==> src/rtl/lr_pkg.sv <==
`timescale 1ns / 1ps

package lr_pkg;

  // Coordinate width of endpoints and emitted pixels (signed).
  localparam int COORD_BITS = 16;
  // Absolute span of one axis: one bit more than a coordinate.
  localparam int SPAN_W     = COORD_BITS + 1;
  // Error term, signed; wide enough that it never overflows.
  localparam int ERR_W      = COORD_BITS + 3;
  // Screen size registers.
  localparam int SCREEN_W   = 11;
  // Clip compare width: covers a sign-extended coordinate and a screen size.
  localparam int CMP_W      = ((COORD_BITS > SCREEN_W) ? COORD_BITS : SCREEN_W) + 1;
  localparam int COLOR_W    = 16;

  // Configuration register map.
  localparam int CFG_IDX_W  = 1;
  localparam logic [CFG_IDX_W-1:0] REG_SCREEN_WIDTH  = 1'b0;
  localparam logic [CFG_IDX_W-1:0] REG_SCREEN_HEIGHT = 1'b1;

  localparam logic [SCREEN_W-1:0] SCREEN_WIDTH_RST  = 11'd240;
  localparam logic [SCREEN_W-1:0] SCREEN_HEIGHT_RST = 11'd320;

  typedef enum logic {
    MODE_START   = 1'b0,
    MODE_ADVANCE = 1'b1
  } lr_mode_e;

  typedef struct packed {
    lr_mode_e                       mode;
    logic signed [COORD_BITS-1:0]   x_start;
    logic signed [COORD_BITS-1:0]   y_start;
    logic signed [COORD_BITS-1:0]   x_end;
    logic signed [COORD_BITS-1:0]   y_end;
    logic        [COLOR_W-1:0]      color;
  } lr_in_t;

  typedef struct packed {
    logic signed [COORD_BITS-1:0]   pixel_x;
    logic signed [COORD_BITS-1:0]   pixel_y;
    logic        [COLOR_W-1:0]      pixel_color;
    logic                           on_screen;
    logic                           last_pixel;
  } lr_pix_t;

  // Result of one accepted beat from the core to the output buffer.
  typedef struct packed {
    logic    valid;
    lr_pix_t pix;
  } lr_res_t;

endpackage

==> src/rtl/line_rasterizer.sv <==
`timescale 1ns / 1ps

// Bresenham line rasterizer. A start beat (mode 0) latches both endpoints and
// the colour and produces no pixel; each advance beat (mode 1) produces the
// next pixel of the line, first endpoint to second inclusive, with
// last_pixel set on the second endpoint, after which the line is idle and
// further advances produce nothing. A start beat at any time restarts.
// on_screen is clear for pixels with a negative coordinate or one at or
// beyond the screen_width / screen_height registers; such pixels are still
// delivered and are for the consumer to drop. Throughput is one input beat
// per clock while in_stall_o is low: one error-term step (compare and add)
// runs between the line state registers and a two-deep output buffer, and
// the pixel of an accepted advance beat is registered into that buffer.
// in_stall_o rises only once both output slots hold pixels, i.e. the
// consumer has stalled a pixel at the same edge as the next one arrived.
// Configuration writes take effect on the next clock and are meant to be
// made while no line pixels are outstanding.
module line_rasterizer import lr_pkg::*; (
  input  logic                 clk_i,
  input  logic                 rst_ni,
  // configuration write port
  input  logic                 cfg_we_i,
  input  logic [CFG_IDX_W-1:0] cfg_idx_i,
  input  logic [SCREEN_W-1:0]  cfg_data_i,
  // input beats
  input  logic                 in_valid_i,
  output logic                 in_stall_o,
  input  lr_in_t               in_data_i,
  // pixel beats
  output logic                 out_valid_o,
  input  logic                 out_stall_i,
  output lr_pix_t              out_data_o
);

  logic [SCREEN_W-1:0] screen_width_q;
  logic [SCREEN_W-1:0] screen_height_q;
  logic                in_fire;
  lr_res_t             res;
  logic                buf_full;
  logic                busy;

  // screen size registers
  always_ff @(posedge clk_i or negedge rst_ni) begin
    if (!rst_ni) begin
      screen_width_q  <= SCREEN_WIDTH_RST;
      screen_height_q <= SCREEN_HEIGHT_RST;
    end else if (cfg_we_i) begin
      case (cfg_idx_i)
        REG_SCREEN_WIDTH:  screen_width_q  <= cfg_data_i;
        REG_SCREEN_HEIGHT: screen_height_q <= cfg_data_i;
        default: begin
        end
      endcase
    end
  end

  // Stall only when the skid slot is taken, so a beat accepted now always
  // has a free slot even if the consumer keeps stalling.
  assign in_stall_o = buf_full;
  assign in_fire    = in_valid_i && !buf_full;

  lr_core u_core (
    .clk_i           (clk_i),
    .rst_ni          (rst_ni),
    .fire_i          (in_fire),
    .in_i            (in_data_i),
    .screen_width_i  (screen_width_q),
    .screen_height_i (screen_height_q),
    .res_o           (res),
    .busy_o          (busy)
  );

  lr_obuf u_obuf (
    .clk_i       (clk_i),
    .rst_ni      (rst_ni),
    .res_i       (res),
    .full_o      (buf_full),
    .out_valid_o (out_valid_o),
    .out_stall_i (out_stall_i),
    .out_data_o  (out_data_o)
  );

  // A pixel is only produced by an accepted advance beat.
  assert property (@(posedge clk_i) disable iff (!rst_ni)
    res.valid |-> (in_fire && in_data_i.mode == MODE_ADVANCE))
    else $error("pixel produced without an accepted advance beat");

  // The endpoint pixel ends the line.
  assert property (@(posedge clk_i) disable iff (!rst_ni)
    (res.valid && res.pix.last_pixel) |=> !busy)
    else $error("line still busy after its last pixel");

  // A full buffer always presents a pixel.
  assert property (@(posedge clk_i) disable iff (!rst_ni)
    buf_full |-> out_valid_o)
    else $error("skid slot holds a pixel behind an empty output");

  // A full buffer stays full while the consumer stalls.
  assert property (@(posedge clk_i) disable iff (!rst_ni)
    (buf_full && out_stall_i) |=> buf_full)
    else $error("buffered pixel lost under stall");

endmodule

==> src/rtl/lr_core.sv <==
`timescale 1ns / 1ps

module lr_core import lr_pkg::*; (
  input  logic                clk_i,
  input  logic                rst_ni,
  input  logic                fire_i,
  input  lr_in_t              in_i,
  input  logic [SCREEN_W-1:0] screen_width_i,
  input  logic [SCREEN_W-1:0] screen_height_i,
  output lr_res_t             res_o,
  output logic                busy_o
);

  logic signed [COORD_BITS-1:0] cur_x_q, cur_x_d;
  logic signed [COORD_BITS-1:0] cur_y_q, cur_y_d;
  logic signed [COORD_BITS-1:0] target_x_q, target_x_d;
  logic signed [COORD_BITS-1:0] target_y_q, target_y_d;
  logic                         step_x_neg_q, step_x_neg_d;
  logic                         step_y_neg_q, step_y_neg_d;
  logic        [SPAN_W-1:0]     span_x_q, span_x_d;
  logic        [SPAN_W-1:0]     span_y_q, span_y_d;
  logic signed [ERR_W-1:0]      err_q, err_d;
  logic        [COLOR_W-1:0]    color_q, color_d;
  logic                         busy_q, busy_d;

  // start-side spans
  logic signed [SPAN_W-1:0] x0_e, x1_e, y0_e, y1_e;
  logic        [SPAN_W-1:0] sx_new, sy_new;

  // advance-side step
  logic signed [ERR_W:0]    e2, sx_e2, sy_e2;
  logic signed [ERR_W-1:0]  sx_err, sy_err;
  logic                     last, move_x, move_y;
  logic        [CMP_W-1:0]  x_cmp, y_cmp, w_cmp, h_cmp;
  logic                     on;

  assign x0_e = {in_i.x_start[COORD_BITS-1], in_i.x_start};
  assign x1_e = {in_i.x_end[COORD_BITS-1],   in_i.x_end};
  assign y0_e = {in_i.y_start[COORD_BITS-1], in_i.y_start};
  assign y1_e = {in_i.y_end[COORD_BITS-1],   in_i.y_end};
  assign sx_new = (x1_e > x0_e) ? SPAN_W'(x1_e - x0_e) : SPAN_W'(x0_e - x1_e);
  assign sy_new = (y1_e > y0_e) ? SPAN_W'(y1_e - y0_e) : SPAN_W'(y0_e - y1_e);

  assign last   = (cur_x_q == target_x_q) && (cur_y_q == target_y_q);
  assign e2     = {err_q, 1'b0};
  assign sx_e2  = $signed({{(ERR_W+1-SPAN_W){1'b0}}, span_x_q});
  assign sy_e2  = $signed({{(ERR_W+1-SPAN_W){1'b0}}, span_y_q});
  assign sx_err = $signed({{(ERR_W-SPAN_W){1'b0}}, span_x_q});
  assign sy_err = $signed({{(ERR_W-SPAN_W){1'b0}}, span_y_q});
  assign move_x = e2 > -sy_e2;
  assign move_y = e2 < sx_e2;

  // clip test: negative coordinates are off screen, the rest compare unsigned
  assign x_cmp = {{(CMP_W-COORD_BITS){cur_x_q[COORD_BITS-1]}}, cur_x_q};
  assign y_cmp = {{(CMP_W-COORD_BITS){cur_y_q[COORD_BITS-1]}}, cur_y_q};
  assign w_cmp = {{(CMP_W-SCREEN_W){1'b0}}, screen_width_i};
  assign h_cmp = {{(CMP_W-SCREEN_W){1'b0}}, screen_height_i};
  assign on    = !cur_x_q[COORD_BITS-1] && !cur_y_q[COORD_BITS-1] &&
                 (x_cmp < w_cmp) && (y_cmp < h_cmp);

  always_comb begin
    cur_x_d      = cur_x_q;
    cur_y_d      = cur_y_q;
    target_x_d   = target_x_q;
    target_y_d   = target_y_q;
    step_x_neg_d = step_x_neg_q;
    step_y_neg_d = step_y_neg_q;
    span_x_d     = span_x_q;
    span_y_d     = span_y_q;
    err_d        = err_q;
    color_d      = color_q;
    busy_d       = busy_q;

    res_o.valid           = 1'b0;
    res_o.pix.pixel_x     = cur_x_q;
    res_o.pix.pixel_y     = cur_y_q;
    res_o.pix.pixel_color = color_q;
    res_o.pix.on_screen   = on;
    res_o.pix.last_pixel  = last;

    if (fire_i) begin
      case (in_i.mode)
        MODE_START: begin
          cur_x_d      = in_i.x_start;
          cur_y_d      = in_i.y_start;
          target_x_d   = in_i.x_end;
          target_y_d   = in_i.y_end;
          span_x_d     = sx_new;
          span_y_d     = sy_new;
          step_x_neg_d = !(x0_e < x1_e);
          step_y_neg_d = !(y0_e < y1_e);
          err_d        = $signed({{(ERR_W-SPAN_W){1'b0}}, sx_new}) -
                         $signed({{(ERR_W-SPAN_W){1'b0}}, sy_new});
          color_d      = in_i.color;
          busy_d       = 1'b1;
        end
        MODE_ADVANCE: begin
          if (busy_q) begin
            res_o.valid = 1'b1;
            if (last) begin
              busy_d = 1'b0;
            end else begin
              err_d = err_q - (move_x ? sy_err : '0) + (move_y ? sx_err : '0);
              if (move_x) begin
                cur_x_d = step_x_neg_q ? cur_x_q - 1'b1 : cur_x_q + 1'b1;
              end
              if (move_y) begin
                cur_y_d = step_y_neg_q ? cur_y_q - 1'b1 : cur_y_q + 1'b1;
              end
            end
          end
        end
        default: begin
        end
      endcase
    end
  end

  always_ff @(posedge clk_i or negedge rst_ni) begin
    if (!rst_ni) begin
      cur_x_q      <= '0;
      cur_y_q      <= '0;
      target_x_q   <= '0;
      target_y_q   <= '0;
      step_x_neg_q <= 1'b0;
      step_y_neg_q <= 1'b0;
      span_x_q     <= '0;
      span_y_q     <= '0;
      err_q        <= '0;
      color_q      <= '0;
      busy_q       <= 1'b0;
    end else begin
      cur_x_q      <= cur_x_d;
      cur_y_q      <= cur_y_d;
      target_x_q   <= target_x_d;
      target_y_q   <= target_y_d;
      step_x_neg_q <= step_x_neg_d;
      step_y_neg_q <= step_y_neg_d;
      span_x_q     <= span_x_d;
      span_y_q     <= span_y_d;
      err_q        <= err_d;
      color_q      <= color_d;
      busy_q       <= busy_d;
    end
  end

  assign busy_o = busy_q;

endmodule

==> src/rtl/lr_obuf.sv <==
`timescale 1ns / 1ps

// Two-deep output buffer: main register plus skid register.
module lr_obuf import lr_pkg::*; (
  input  logic    clk_i,
  input  logic    rst_ni,
  input  lr_res_t res_i,
  output logic    full_o,
  output logic    out_valid_o,
  input  logic    out_stall_i,
  output lr_pix_t out_data_o
);

  logic    out_valid_q;
  lr_pix_t out_q;
  logic    skid_valid_q;
  lr_pix_t skid_q;
  logic    drain;

  assign drain = !out_valid_q || !out_stall_i;

  always_ff @(posedge clk_i or negedge rst_ni) begin
    if (!rst_ni) begin
      out_valid_q  <= 1'b0;
      skid_valid_q <= 1'b0;
    end else begin
      if (drain) begin
        if (skid_valid_q) begin
          out_valid_q  <= 1'b1;
          skid_valid_q <= 1'b0;
        end else begin
          out_valid_q  <= res_i.valid;
        end
      end else if (res_i.valid) begin
        skid_valid_q <= 1'b1;
      end
    end
  end

  always_ff @(posedge clk_i) begin
    if (drain) begin
      out_q <= skid_valid_q ? skid_q : res_i.pix;
    end else if (res_i.valid) begin
      skid_q <= res_i.pix;
    end
  end

  assign full_o      = skid_valid_q;
  assign out_valid_o = out_valid_q;
  assign out_data_o  = out_q;

endmodule

==> config.mk <==
export PLATFORM = sky130hd
export DESIGN_NAME = line_rasterizer
export DESIGN_NICKNAME = d
export VERILOG_FILES = /design/src/rtl/lr_pkg.sv /design/src/rtl/line_rasterizer.sv /design/src/rtl/lr_core.sv /design/src/rtl/lr_obuf.sv
export SDC_FILE = /design/constraint.sdc
export NUM_CORES = 1
export LEC_CHECK = 0
export BUFFER_PORTS_ARGS = -buffer_cell sky130_fd_sc_hd__clkbuf_2
export CAP_MARGIN = 20
export CORE_UTILIZATION = 50
export CTS_CLUSTER_DIAMETER = 80
export DETAILED_ROUTE_END_ITERATION = 10
export GPL_ROUTABILITY_DRIVEN = 0
export PLACE_DENSITY = 0.8
export SETUP_SLACK_MARGIN = 0.05
export SYNTH_ARGS = -nofsm -noshare
export SYNTH_HDL_FRONTEND = slang
export SYNTH_SLANG_ARGS = --single-unit
==> constraint.sdc <==
create_clock -name clk_i -period 10.35 [get_ports clk_i]
set_clock_uncertainty 0.1 [all_clocks]
set_input_delay 0.5175 -clock clk_i [delete_from_list [all_inputs] [get_ports clk_i]]
set_output_delay 0.5175 -clock clk_i [all_outputs]
set_load 0.03 [all_outputs]
==> results.md <==
* Final setup TNS at 0 ps
* Clock H-tree levels at 1
* Clock power share at 0.173
* Resize count post-CTS at 0
* Setup slack, reg-to-reg at 3270 ps
* Vias per Instance at 5.93
* RSZ-0062 raised after global routing: no
* Largest net degree at the start of global routing at 85
* Final min period at 7080 ps
* Vias in the first global route at 15.4k
* Slew Limit Fails at 0
* Post-synthesis mux area share at 0.0580
* Die Y at 195 um
* Die ar. at 38000 um^2
* Final setup violation count at 0
* Post-Synth XOR/XNOR Area at 0.0575
* Crit path kind: register to register
* LEAKAGE at 0.00973 uW
* Total gr overflow at 0
* # rows at 70
* Worst r2r path cells at 25
* Die X at 195 um
* VDD IR max at 0.150 mV
* Seq pwr share at 0.275
* Slew @ Worst Pin at 1120 ps
* DRT Wirelength at 50400 um
* Initial Util at 0.508
* Syn_area_per_cell at 9.35 um^2
* All-layer global routing usage at 0.264
* Top cells by area, synth: dfrtp_1 21%, edfxtp_1 16%, ha_1 13%, nand2_1 5.0%, o21ai_0 4.7%
* Drt pass-1 iters at 6
* Synthesis-to-finish area growth at 11.9%
* Num ports at 150
* Setup slack after placement at 3340 ps
* Drt wl/cell at 19.3 um
* Startpoint of the worst hold path: in_data_i[1]
* Critical Path Start Type: register
* Critical Path AT at 7420 ps
* CTS Buffer Depth at 3
* Status: completed
* Compound-cell area share of the yosys netlist at 0.167
* Max-slew headroom at 0.244
* Slowest-stage cell, CP: a211oi_2
* Synthesized area at 18600 um^2
* Cell family with most CP delay: compound AO/OA/AOI/OAI gates
* Core Area at 36600 um^2
* Initial antenna violation count at 3
* Synth Area in Simple Gates at 0.131
* Synthesized Nets at 2298
* Routed wl met2 at 23900 um
* Clk sinks at 260
* Primary FF master, synth: dfrtp_1
* Post-synth EDFFs at 100
* Initial DRC count at 1573
* DRC viols at 0
* Pint at 3400 uW
* WL met1 at 20200 um
* Max-cap viol count at 0
* Sequential share of the synthesized area at 0.377
* Buf+Inv Stages, Crit Path at 2
* Worst path depth at 25
* Net Sw Frac at 0.448
* Synthesis-stage register bit count at 260
* Fin. Hold Viols at 0
* Number of buffers created by CTS at 30
* Combinational fraction of design power at 0.552
* Largest family of logic cells by synthesized area: compound AO/OA/AOI/OAI gates
* Yosys warns at 0
* Most frequent CP cell: nand2_1
* Fill cell count at 3075
* Root Driver: clkbuf_16
* Final setup margin at 3270 ps
* Clock transition at the registers of the reported paths at 70 ps
* Cell with the most instances after synthesis: nand2_1
* Worst min path class: input port to register
* Nets at 2430
* Post-DP HPWL at 37700 um
* Share of cells above drive strength 1 at 0.144
* Worst hold stages at 3
* First-pass GRT wire length at 80200 um
* Worst-path fanout max at 18
* P per Cell Area at 296 nW/um^2
* Synth Instances at 1989
* Fmax at 141 MHz
* Later-pin clock latency in the skew report at 580 ps
* Post-route ant nets at 0
* FFs w/ async S/R, synth at 0.615
* Post-synth top area share at 0.207
* Switch Pwr at 2760 uW
* R2r startpoint: u_core.span_y_q[5]$_DFFE_PN0P_
* Vias at 15.5k
* Met3 wire len at 3360 um
* CTS tree: yes
* Worst R2R End: u_core.err_q[17]$_DFFE_PN0P_
* Post-synth cell types at 75
* Synth area leader: dfrtp_1
* Buffers added on ports at 149
* Critical Path Sink Type: register
* Worst EP required at 10690 ps
* CP peak stage delay at 950 ps
* Top layer in use: met5
* Final hold slack at 43.3 ps
* Critical path origin: u_core.span_y_q[5]$_DFFE_PN0P_
* Synth top cells by count: 250 x nand2_1, 203 x inv_1, 187 x ha_1
* WHS Endpoint: u_core.color_q[1]$_DFFE_PN0P_
* Synth Area in Adders at 0.152
* Part of the cycle the worst path needs at 0.684
power groups by stage:
stage / Combinational (uW) / Clock [uW] / Sequential, uW
CTS: 3350 / 1080 / 1680
floorplan: 2440 / 0 / 1710
detailed placement: 3310 / 0 / 1700
global route: 3770 / 1120 / 1710
global placement: 3160 / 0 / 1680
finish: 3400 / 1070 / 1690
worst register-to-register path, delay by kind of cell, from the launching register on:
kind	cells	cell delay (ps)
AOI/OAI and AO/OA	10	3050
buffers and inverters	2	190
and+or+nand+nor	8	1910
adders and majority gates	3	920
xor gates and xnor gates	2	350
DFF	1	420
area by class of cell:
cell class,count,area (um^2),area share
Antenna cell,1,2.50,0.000120
Clock buffer,33,793,0.0382
Clock inverter,23,203,0.00975
Inverter,203,762,0.0366
Multi-Input combinational cell,1461,10500,0.507
Sequential cell,260,7020,0.337
Tap cell,468,586,0.0282
Timing Repair Buffer,165,895,0.0430
through the flow:
step / total power (uW) / cells / util / cell area (um^2)
finish: 6160 / 2614 / 0.568 / 20800
global route: 6610 / 2614 / 0.568 / 20800
CTS: 6110 / 2612 / 0.567 / 20800
detailed placement: 5010 / 2555 / 0.540 / 19800
global placement: 4850 / 2555 / 0.540 / 19800
floorplan: 4160 / 1989 / - / 18600
kinds of logic after synthesis:
logic type               count (synthesis)
XOR/XNOR                               122
AND/OR/NAND/NOR                        530
adder cells (fa/ha/maj)                211
buffers and inverters                  268
flip-flops                             260
AO/OA/AOI/OAI                          499
multiplexers                            99
sequential cells by signal, indices dropped and copies added, names as in the netlist:
name,flops
u_core.target_y_q,16
u_core.busy_o,1
u_core.step_x_neg_q,1
u_core.color_q,16
u_core.step_y_neg_q,1
screen_height_q,11
u_obuf.out_valid_o,1
u_core.span_y_q,17
u_obuf.full_o,1
u_core.target_x_q,16
u_obuf.skid_q,50
u_core.span_x_q,17
u_core.err_q,19
u_core.cur_y_q,16
screen_width_q,11
u_core.cur_x_q,16
u_obuf.out_data_o,50
timing repair:
item                                   4_1_cts  5_1_grt
endpoints found under the hold margin       76        0
buffers inserted                             0        0
hold buffers                                 1        0
cell usage in the layout, fill, tap and decap left out, types with 6 or more instances in the layout:
cell,netlist,routed
nor4_1,14,14
dfstp_2,6,6
nand4_1,16,16
o31ai_1,10,10
buf_4,1,14
mux2i_1,33,33
and3_1,13,13
a21o_1,35,35
inv_1,203,203
o211ai_1,20,20
nor3_1,39,38
nand3_1,25,25
nor2_1,84,83
and2_1,21,21
mux2_2,65,65
a31oi_1,11,11
a21oi_1,113,113
a22oi_1,6,6
o21bai_1,11,11
xnor2_1,86,86
a211oi_1,19,19
o21a_1,29,29
nand2b_1,11,11
nor2b_1,20,20
a211o_1,7,7
clkbuf_2,2,148
or3_1,16,16
xor2_1,36,36
dfrtp_1,154,153
clkbuf_16,0,31
o21ai_1,8,8
edfxtp_1,100,100
clkinvlp_4,0,6
nand2_1,250,248
o21ai_0,174,174
fa_1,24,24
ha_1,187,187
metal layers:
| layer | vias up | track usage |
|---|---|---|
| li1 | 7237 | - |
| met1 | 7419 | 0.327 |
| met2 | 680 | 0.446 |
| met3 | 169 | 0.0321 |
| met4 | 4 | 0.149 |
| met5 | - | 0 |
worst max path at each step:
stage	endpoint
final	u_core.err_q[17]$_DFFE_PN0P_
after global routing	u_core.err_q[17]$_DFFE_PN0P_
after CTS	u_core.err_q[17]$_DFFE_PN0P_
after detailed placement	u_core.err_q[17]$_DFFE_PN0P_
after global placement	u_core.err_q[17]$_DFFE_PN0P_
after floorplan	u_obuf.skid_q[0]$_DFFE_PP_
Note: power is estimated with default switching activity, not from simulation.
